### src/rtl/core/sect_pkg.sv
// ----------------------------------------------------------------------------
// sect_pkg
// Shared types and constants for the slab entry cache table: table depth,
// derived counter widths, operation codes and the request/response payloads.
// ----------------------------------------------------------------------------
package sect_pkg;

  // Number of table entries (1 to 16).
  localparam int TABLE_DEPTH = 4;

  // Field widths fixed by the interface.
  localparam int FUNC_W     = 3;
  localparam int HANDLE_W   = 48;
  localparam int BIT_IDX_W  = 16;
  localparam int POS_W      = 4;
  localparam int COUNT_W    = 5;

  // Internal widths derived from the depth.
  localparam int IDX_W = (TABLE_DEPTH > 1) ? $clog2(TABLE_DEPTH) : 1;
  localparam int CNT_W = $clog2(TABLE_DEPTH + 1);

  // Operation codes; codes above FUNC_PURGE do nothing.
  typedef enum logic [FUNC_W-1:0] {
    FUNC_APPEND      = 3'd0,
    FUNC_DELETE      = 3'd1,
    FUNC_FIND_DIRTY  = 3'd2,
    FUNC_FIND_USABLE = 3'd3,
    FUNC_PURGE       = 3'd4
  } func_e;

  // Request transaction payload.
  typedef struct packed {
    logic [FUNC_W-1:0]    func;
    logic [HANDLE_W-1:0]  slab_handle;
    logic [BIT_IDX_W-1:0] bit_index;
    logic                 dirty_flag;
    logic [POS_W-1:0]     entry_position;
  } req_t;

  // Response transaction payload.
  typedef struct packed {
    logic                 ok;
    logic [POS_W-1:0]     found_position;
    logic [BIT_IDX_W-1:0] found_bit_index;
    logic [HANDLE_W-1:0]  found_handle;
    logic [COUNT_W-1:0]   entry_count;
  } rsp_t;

  // Commands from the controller to the datapath.
  typedef struct packed {
    logic load;    // capture a new request and rewind the scan pointers
    logic step;    // perform one scan step of the current operation
    logic finish;  // copy the result into the response register
  } dp_cmd_t;

  // Status from the datapath to the controller.
  typedef struct packed {
    logic done;    // the current step is the last one of the operation
  } dp_sts_t;

endpackage

### src/rtl/core/sect_ctrl.sv
// ----------------------------------------------------------------------------
// sect_ctrl
// Controller for the slab entry cache table: sequences accept, scan steps
// and response hand-off, and owns the response valid flag.
// ----------------------------------------------------------------------------
module sect_ctrl
  import sect_pkg::*;
(
  input  logic    clk,
  input  logic    rst,
  input  logic    req_valid,
  output logic    req_stall,
  output logic    rsp_valid,
  input  logic    rsp_stall,
  output dp_cmd_t cmd,
  input  dp_sts_t sts
);

  typedef enum logic [2:0] {
    ST_IDLE   = 3'b001,
    ST_RUN    = 3'b010,
    ST_FINISH = 3'b100
  } state_t;

  state_t state;
  state_t state_next;
  logic   rsp_valid_next;
  logic   slot_free;

  // The response register can take a new result when empty or being drained.
  assign slot_free = !rsp_valid || !rsp_stall;

  // Requests are only taken while no operation is in flight.
  assign req_stall = (state != ST_IDLE);

  // Command decode and next state.
  always_comb begin
    state_next     = state;
    cmd            = '0;
    rsp_valid_next = rsp_valid && rsp_stall;
    case (state)
      ST_IDLE: begin
        if (req_valid) begin
          cmd.load   = 1'b1;
          state_next = ST_RUN;
        end
      end
      ST_RUN: begin
        cmd.step = 1'b1;
        if (sts.done) begin
          state_next = ST_FINISH;
        end
      end
      ST_FINISH: begin
        if (slot_free) begin
          cmd.finish     = 1'b1;
          rsp_valid_next = 1'b1;
          state_next     = ST_IDLE;
        end
      end
      default: begin
        state_next = ST_IDLE;
      end
    endcase
  end

  // State and response valid registers.
  always_ff @(posedge clk) begin
    if (rst) begin
      state     <= ST_IDLE;
      rsp_valid <= 1'b0;
    end else begin
      state     <= state_next;
      rsp_valid <= rsp_valid_next;
    end
  end

endmodule

### src/rtl/core/sect_dp.sv
// ----------------------------------------------------------------------------
// sect_dp
// Datapath for the slab entry cache table: entry storage, scan pointers,
// match logic, compaction writes and the response register.
// ----------------------------------------------------------------------------
module sect_dp
  import sect_pkg::*;
(
  input  logic    clk,
  input  logic    rst,
  input  req_t    req,
  output rsp_t    rsp,
  input  dp_cmd_t cmd,
  output dp_sts_t sts
);

  // Entry storage.
  logic [HANDLE_W-1:0]  ent_handle [TABLE_DEPTH];
  logic [BIT_IDX_W-1:0] ent_bit    [TABLE_DEPTH];
  logic                 ent_dirty  [TABLE_DEPTH];

  // Captured request.
  logic [FUNC_W-1:0]    op_func;
  logic [HANDLE_W-1:0]  op_handle;
  logic [BIT_IDX_W-1:0] op_bit;
  logic                 op_flag;
  logic [POS_W-1:0]     op_pos;

  // Scan state and table fill level.
  logic [CNT_W-1:0]     rd_ptr;
  logic [CNT_W-1:0]     wr_ptr;
  logic [CNT_W-1:0]     count;
  logic [CNT_W-1:0]     count_next;

  // Result under construction.
  logic                 res_ok;
  logic [POS_W-1:0]     res_pos;
  logic [BIT_IDX_W-1:0] res_bit;
  logic [HANDLE_W-1:0]  res_handle;

  logic [IDX_W-1:0]     rd_idx;
  logic [IDX_W-1:0]     wr_idx;
  logic [IDX_W-1:0]     tail_idx;
  logic [HANDLE_W-1:0]  rd_handle;
  logic [BIT_IDX_W-1:0] rd_bit;
  logic                 rd_dirty;
  logic                 in_range;
  logic                 is_find;
  logic                 is_compact;
  logic                 hit;
  logic                 drop;
  logic                 has_room;

  // One entry is read per cycle at the scan pointer.
  assign rd_idx    = rd_ptr[IDX_W-1:0];
  assign wr_idx    = wr_ptr[IDX_W-1:0];
  assign tail_idx  = count[IDX_W-1:0];
  assign rd_handle = ent_handle[rd_idx];
  assign rd_bit    = ent_bit[rd_idx];
  assign rd_dirty  = ent_dirty[rd_idx];

  assign in_range   = (rd_ptr < count);
  assign has_room   = (count < CNT_W'(TABLE_DEPTH));
  assign is_find    = (op_func == FUNC_FIND_DIRTY) || (op_func == FUNC_FIND_USABLE);
  assign is_compact = (op_func == FUNC_DELETE) || (op_func == FUNC_PURGE);

  // Match for the find operations; find-usable without the clean
  // requirement accepts any entry.
  assign hit = (op_func == FUNC_FIND_DIRTY) ? (rd_dirty == op_flag)
                                            : (!op_flag || !rd_dirty);

  // Entry removed by the compaction pass.
  assign drop = (op_func == FUNC_DELETE) ? (POS_W'(rd_ptr) == op_pos)
                                         : (rd_handle == op_handle);

  // The operation ends after this step.
  assign sts.done = !in_range || !(is_find || is_compact) || (is_find && hit);

  // Fill level update.
  always_comb begin
    count_next = count;
    if (cmd.step) begin
      case (op_func)
        FUNC_APPEND: begin
          if (has_room) begin
            count_next = count + CNT_W'(1);
          end
        end
        FUNC_DELETE, FUNC_PURGE: begin
          if (!in_range) begin
            count_next = wr_ptr;
          end
        end
        default: begin
          count_next = count;
        end
      endcase
    end
  end

  always_ff @(posedge clk) begin
    if (rst) begin
      count <= '0;
    end else begin
      count <= count_next;
    end
  end

  // Request capture, scan steps and table writes.
  always_ff @(posedge clk) begin
    if (cmd.load) begin
      op_func    <= req.func;
      op_handle  <= req.slab_handle;
      op_bit     <= req.bit_index;
      op_flag    <= req.dirty_flag;
      op_pos     <= req.entry_position;
      rd_ptr     <= '0;
      wr_ptr     <= '0;
      res_ok     <= 1'b0;
      res_pos    <= '0;
      res_bit    <= '0;
      res_handle <= '0;
    end else if (cmd.step) begin
      case (op_func)
        FUNC_APPEND: begin
          if (has_room) begin
            ent_handle[tail_idx] <= op_handle;
            ent_bit[tail_idx]    <= op_bit;
            ent_dirty[tail_idx]  <= op_flag;
            res_ok               <= 1'b1;
          end
        end
        FUNC_DELETE, FUNC_PURGE: begin
          // Kept entries slide down to the write pointer.
          if (in_range) begin
            if (drop) begin
              res_ok <= 1'b1;
            end else begin
              if (wr_ptr != rd_ptr) begin
                ent_handle[wr_idx] <= rd_handle;
                ent_bit[wr_idx]    <= rd_bit;
                ent_dirty[wr_idx]  <= rd_dirty;
              end
              wr_ptr <= wr_ptr + CNT_W'(1);
            end
            rd_ptr <= rd_ptr + CNT_W'(1);
          end
        end
        FUNC_FIND_DIRTY, FUNC_FIND_USABLE: begin
          if (in_range) begin
            if (hit) begin
              res_ok     <= 1'b1;
              res_pos    <= POS_W'(rd_idx);
              res_bit    <= rd_bit;
              res_handle <= rd_handle;
            end else begin
              rd_ptr <= rd_ptr + CNT_W'(1);
            end
          end
        end
        default: begin
          res_ok <= 1'b0;
        end
      endcase
    end
  end

  // Response register.
  always_ff @(posedge clk) begin
    if (cmd.finish) begin
      rsp.ok              <= res_ok;
      rsp.found_position  <= res_pos;
      rsp.found_bit_index <= res_bit;
      rsp.found_handle    <= res_handle;
      rsp.entry_count     <= COUNT_W'(count);
    end
  end

endmodule

### src/rtl/core/slab_entry_cache_table_unit.sv
// ----------------------------------------------------------------------------
// slab_entry_cache_table_unit
// Ordered table of slab entries with append, delete-at, find and purge.
// ----------------------------------------------------------------------------
// Usage:
//   The request channel (req, req_valid, req_stall) carries one operation per
//   transaction; the response channel (rsp, rsp_valid, rsp_stall) returns
//   exactly one result per request, in order.
//   A request is taken only while no operation is in flight. The operation
//   then scans the table at the single read port, one table entry per cycle:
//   append writes at the tail when there is room, unknown codes do nothing,
//   a find stops at the first hit, and a find miss, delete-at and purge visit
//   every entry. A finish step then moves the result into the response
//   register, and the next request is taken once the block is idle again.
//   When the receiver stalls, the response register holds its result while
//   the next request is still taken and processed; that result waits in the
//   finish state until the register frees.
//   Reset empties the table (entry count zero) and drops any response.
// ----------------------------------------------------------------------------
module slab_entry_cache_table_unit
  import sect_pkg::*;
(
  input  logic clk,
  input  logic rst,
  input  logic req_valid,
  output logic req_stall,
  input  req_t req,
  output logic rsp_valid,
  input  logic rsp_stall,
  output rsp_t rsp
);

  dp_cmd_t cmd;
  dp_sts_t sts;

  // Operation sequencing.
  sect_ctrl u_ctrl (
    .clk       (clk),
    .rst       (rst),
    .req_valid (req_valid),
    .req_stall (req_stall),
    .rsp_valid (rsp_valid),
    .rsp_stall (rsp_stall),
    .cmd       (cmd),
    .sts       (sts)
  );

  // Table storage and scan logic.
  sect_dp u_dp (
    .clk (clk),
    .rst (rst),
    .req (req),
    .rsp (rsp),
    .cmd (cmd),
    .sts (sts)
  );

endmodule

### config.mk
export PLATFORM = sky130hd
export DESIGN_NAME = slab_entry_cache_table_unit
export DESIGN_NICKNAME = d
export VERILOG_FILES = /design/src/rtl/core/sect_pkg.sv /design/src/rtl/core/sect_ctrl.sv /design/src/rtl/core/sect_dp.sv /design/src/rtl/core/slab_entry_cache_table_unit.sv
export SDC_FILE = /design/constraint.sdc
export NUM_CORES = 1
export LEC_CHECK = 0
export BUFFER_PORTS_ARGS = -buffer_cell sky130_fd_sc_hd__buf_2
export CAP_MARGIN = 10
export CELL_PAD_IN_SITES_DETAIL_PLACEMENT = 1
export CELL_PAD_IN_SITES_GLOBAL_PLACEMENT = 1
export CORE_AREA = 4 4 222 224
export CTS_BUF_LIST = sky130_fd_sc_hd__clkbuf_16
export CTS_CLUSTER_SIZE = 20
export DETAILED_ROUTE_END_ITERATION = 8
export DIE_AREA = 0 0 226 228
export PLACE_DENSITY = 0.73
export SLEW_MARGIN = 0
export SYNTH_ARGS = -nofsm -noshare
export SYNTH_HDL_FRONTEND = slang
export SYNTH_SLANG_ARGS = --single-unit
### constraint.sdc
create_clock -name clk -period 9.1 [get_ports clk]
set_clock_uncertainty 0.15 [all_clocks]
set_input_delay 1.82 -clock clk [delete_from_list [all_inputs] [get_ports clk]]
set_output_delay 1.82 -clock clk [all_outputs]
set_load 0.02 [all_outputs]
==> key figures <==
Detailed routing
  – Wire length on met2: 20900 µm
  – ANT nets after route: 0
  – Initial DRC Count: approximately 700
  – Number of vias per cell: approximately 5.2
  – Metal-1 WL: 19200 µm
  – Routed WL: 43100 µm
  – Highest Signal Layer: met4
  – Met3 wire length: 1990 µm
  – Via count: between 10000 and 15000
  – Detailed Routing Iterations Pass 1: 5
  – DRC violations left: 0
  – Wire per inst: 22.2 µm

Clock tree
  – Worst-path clk slew: around 60 ps
  – Clk Latency, worst-skew pair: 600 ps
  – CTS Buffer Depth: 3
  – Clk sinks: around 480
  – CTS Root Cell: clkbuf_16
  – CTS tree: yes
  – CTS Buf Count: around 50
  – Hold_buf cts: 0
  – Post-CTS Setup Repair Bufs: 0
  – Htree depth: 2
  – CTS-repair resized insts: 0

Timing
  – Fmax: approximately 190 MHz
  – Worst-Margin Slew: approximately 1100 ps
  – Fin crit share: 0.573
  – Fin crit period: 5220 ps
  – Final setup fails: 0
  – Setup TNS: 0 ps
  – RSZ-0062 raised after global routing: no
  – Final Hold Slack: 279 ps
  – Slew Viols, Final: 0
  – Relative slew slack: 0.260
  – Hold Violations, Final: 0

Place
  – Port bufs: 147
  – Dpl hpwl: 26800 µm
  – GPL Wtd Cong: around 0.80

GRT
  – Vias in the first global route: between 10000 and 15000
  – Largest net degree at the start of global routing: 79
  – First-pass GRT wire length: 66400 µm
  – Tot GR Track Use: 0.167
  – GRT overflow: 0
  – Initial antenna violation count: 0

Logic synthesis
  – Post-synthesis sequential area ratio: 0.728
  – Synth Flop Type: edfxtp_1
  – Seq cells post-synth: 484
  – Synth Instances: ~1100
  – Xor/xnor share of the synthesized area: 0.0200
  – Adder-cell area share of the yosys netlist: 0.00399
  – Yosys cell types: 58
  – Main combinational cell family by area after synthesis: multiplexers
  – Multiplexer share of the synthesized area: 0.135
  – Synth Cell Area: 18800 µm²
  – Mapped Avg Cell Area: between 15 and 20 µm²
  – Number of flops mapped to enable cells by yosys: 402
  – Simple-gate area share of the yosys netlist: 0.0495
  – Synthesis Warnings: 0
  – Post-synth ARST share: 0
  – Complex-gate fraction of the synthesized area: 0.0417

Power and ir drop
  – Leak: 7.26 nW
  – Pwr/cell area: roughly 220 nW/µm²
  – Peak supply drop: 0.000179 V

Floorplan
  – Die H: 228 µm
  – Initial Util: 0.398
  – Die ar.: 51500 µm²
  – Core Box Area: between 40000 and 50000 µm²
  – I/O pins: 152
  – # rows: 80
  – Die Span X: 226 µm

Worst setup path
  – WP data arrival: 5400 ps
  – Critical path launch point type: flop
  – Worst-case reg-to-reg path depth: 10
  – Crit Path Max Fanout: 57
  – Critical path class: reg -> reg
  – Setup crit end kind: flop
  – Req. time, crit path: 9280 ps

Outcome
  – Status: finished clean

Cells and area
  – Fillers: 4583
  – Leading cell type in the layout, fill and taps excluded: edfxtp_1
  – Reg area: 13700 µm²
  – Multi-input gate area: between 4000 and 5000 µm²
  – Nets: 1364
  – Antenna diodes: 0
  – Share of cells above drive strength 1: 0.285
  – Most frequent cells in the layout: edfxtp_1 (402), nand2_1 (150), buf_2 (147)
  – Synth-to-Final Area Change: 16.2%

Flow run
  – Max cap viols: 0

Worst hold path
  – Min-delay worst type: reg -> reg
  – Worst hold path depth: 0
worst paths after layout:
kind	from	endpoint	slack (ps)
min	u_dp.res_handle[30]$_SDFFE_PP0P_	u_dp.rsp[35]$_DFFE_PP_	280
max reg2reg	flop	u_dp.ent_handle[1][2]$_DFFE_PP_	3880
min reg2reg	u_dp.res_handle[30]$_SDFFE_PP0P_	u_dp.rsp[35]$_DFFE_PP_	280
max	flop	u_dp.ent_handle[1][2]$_DFFE_PP_	3880
final cells by class:
| cell class | instances | area share |
|---|---|---|
| Sequential cell | 484 | 0.627 |
| Multi-Input combinational cell | 564 | 0.219 |
| Clock buffer | 49 | 0.0560 |
| Timing Repair Buffer | 160 | 0.0381 |
| Tap cell | 615 | 0.0352 |
| Clock inverter | 43 | 0.0206 |
| Inverter | 23 | 0.00395 |
cells by family after synthesis:
logic type	Yosys count
fa+ha+maj	6
flops	484
buf+inv	78
mux	168
simple gates	216
xor+xnor	43
other cells	1
compound gates	127
stage by stage:
step           instances  utilization  setup WS (ps)  total power (W)  instance area (µm²)
5_1_grt             1938        0.462           3630          0.00489                21900
2_1_floorplan       1126            -           2590          0.00261                18800
3_5_place_dp        1846        0.427           3930          0.00267                20200
4_1_cts             1938        0.462           3900          0.00476                21900
6_report            1938        0.462           3880          0.00471                21900
3_3_place_gp        1846        0.427           3940          0.00266                20200
critical path, cell delays in order (launching register included):
cell and delay, ps:
dfxtp_4 540, buf_4 680, mux4_2 460, xnor2_1 490, nand3_1 290, a2111oi_0 520
nand4_1 330, o21ai_4 340, nor2_4 140, buf_4 460, mux2_2 460
Yosys cell counts (all sizes together), types with 3 or more instances:
cell / n / area (µm²)
dfxtp: 82 / 1640
xor2: 8 / 70.1
a2bb2oi: 4 / 35.0
nor3: 4 / 20.0
nor3b: 4 / 30.0
a21oi: 78 / 390
a2111oi: 3 / 26.3
nand2b: 6 / 37.5
nand2: 150 / 563
o22ai: 7 / 43.8
or3: 3 / 18.8
xnor2: 35 / 307
edfxtp: 402 / 12100
o2bb2ai: 3 / 26.3
a31oi: 4 / 25.0
buf: 30 / 226
clkbuf: 25 / 93.8
nand3: 3 / 15.0
mux2i: 46 / 460
o22a: 3 / 26.3
mux2: 69 / 882
nor2: 22 / 85.1
nor2b: 4 / 25.0
nand4: 10 / 62.6
mux4: 53 / 1190
o21ai: 5 / 36.3
ha: 6 / 75.1
inv: 22 / 82.6
or2: 3 / 18.8
report_power, final:
part           switching, W  total (W)  internal (W)
Combinational     0.0000848   0.000144     0.0000593
Sequential        0.0000345    0.00248       0.00244
Clock              0.000864    0.00208       0.00122
sequential cells by signal, indices dropped and copies added (netlist names), 4 cells and up, named ones only:
name and count:
u_dp.ent_bit 64, u_dp.ent_dirty 4, u_dp.ent_handle 192, u_dp.op_bit 16, u_dp.op_handle 48, u_dp.op_pos 4, u_dp.res_bit 16, u_dp.res_handle 48
u_dp.rsp 70
routing by layer:
layer,GRT usage,vias up
met4,0.0436,0
met1,0.234,5164
met2,0.271,236
li1,-,4594
met5,0,-
met3,0.0325,68
(Power assumes the default switching activity.)
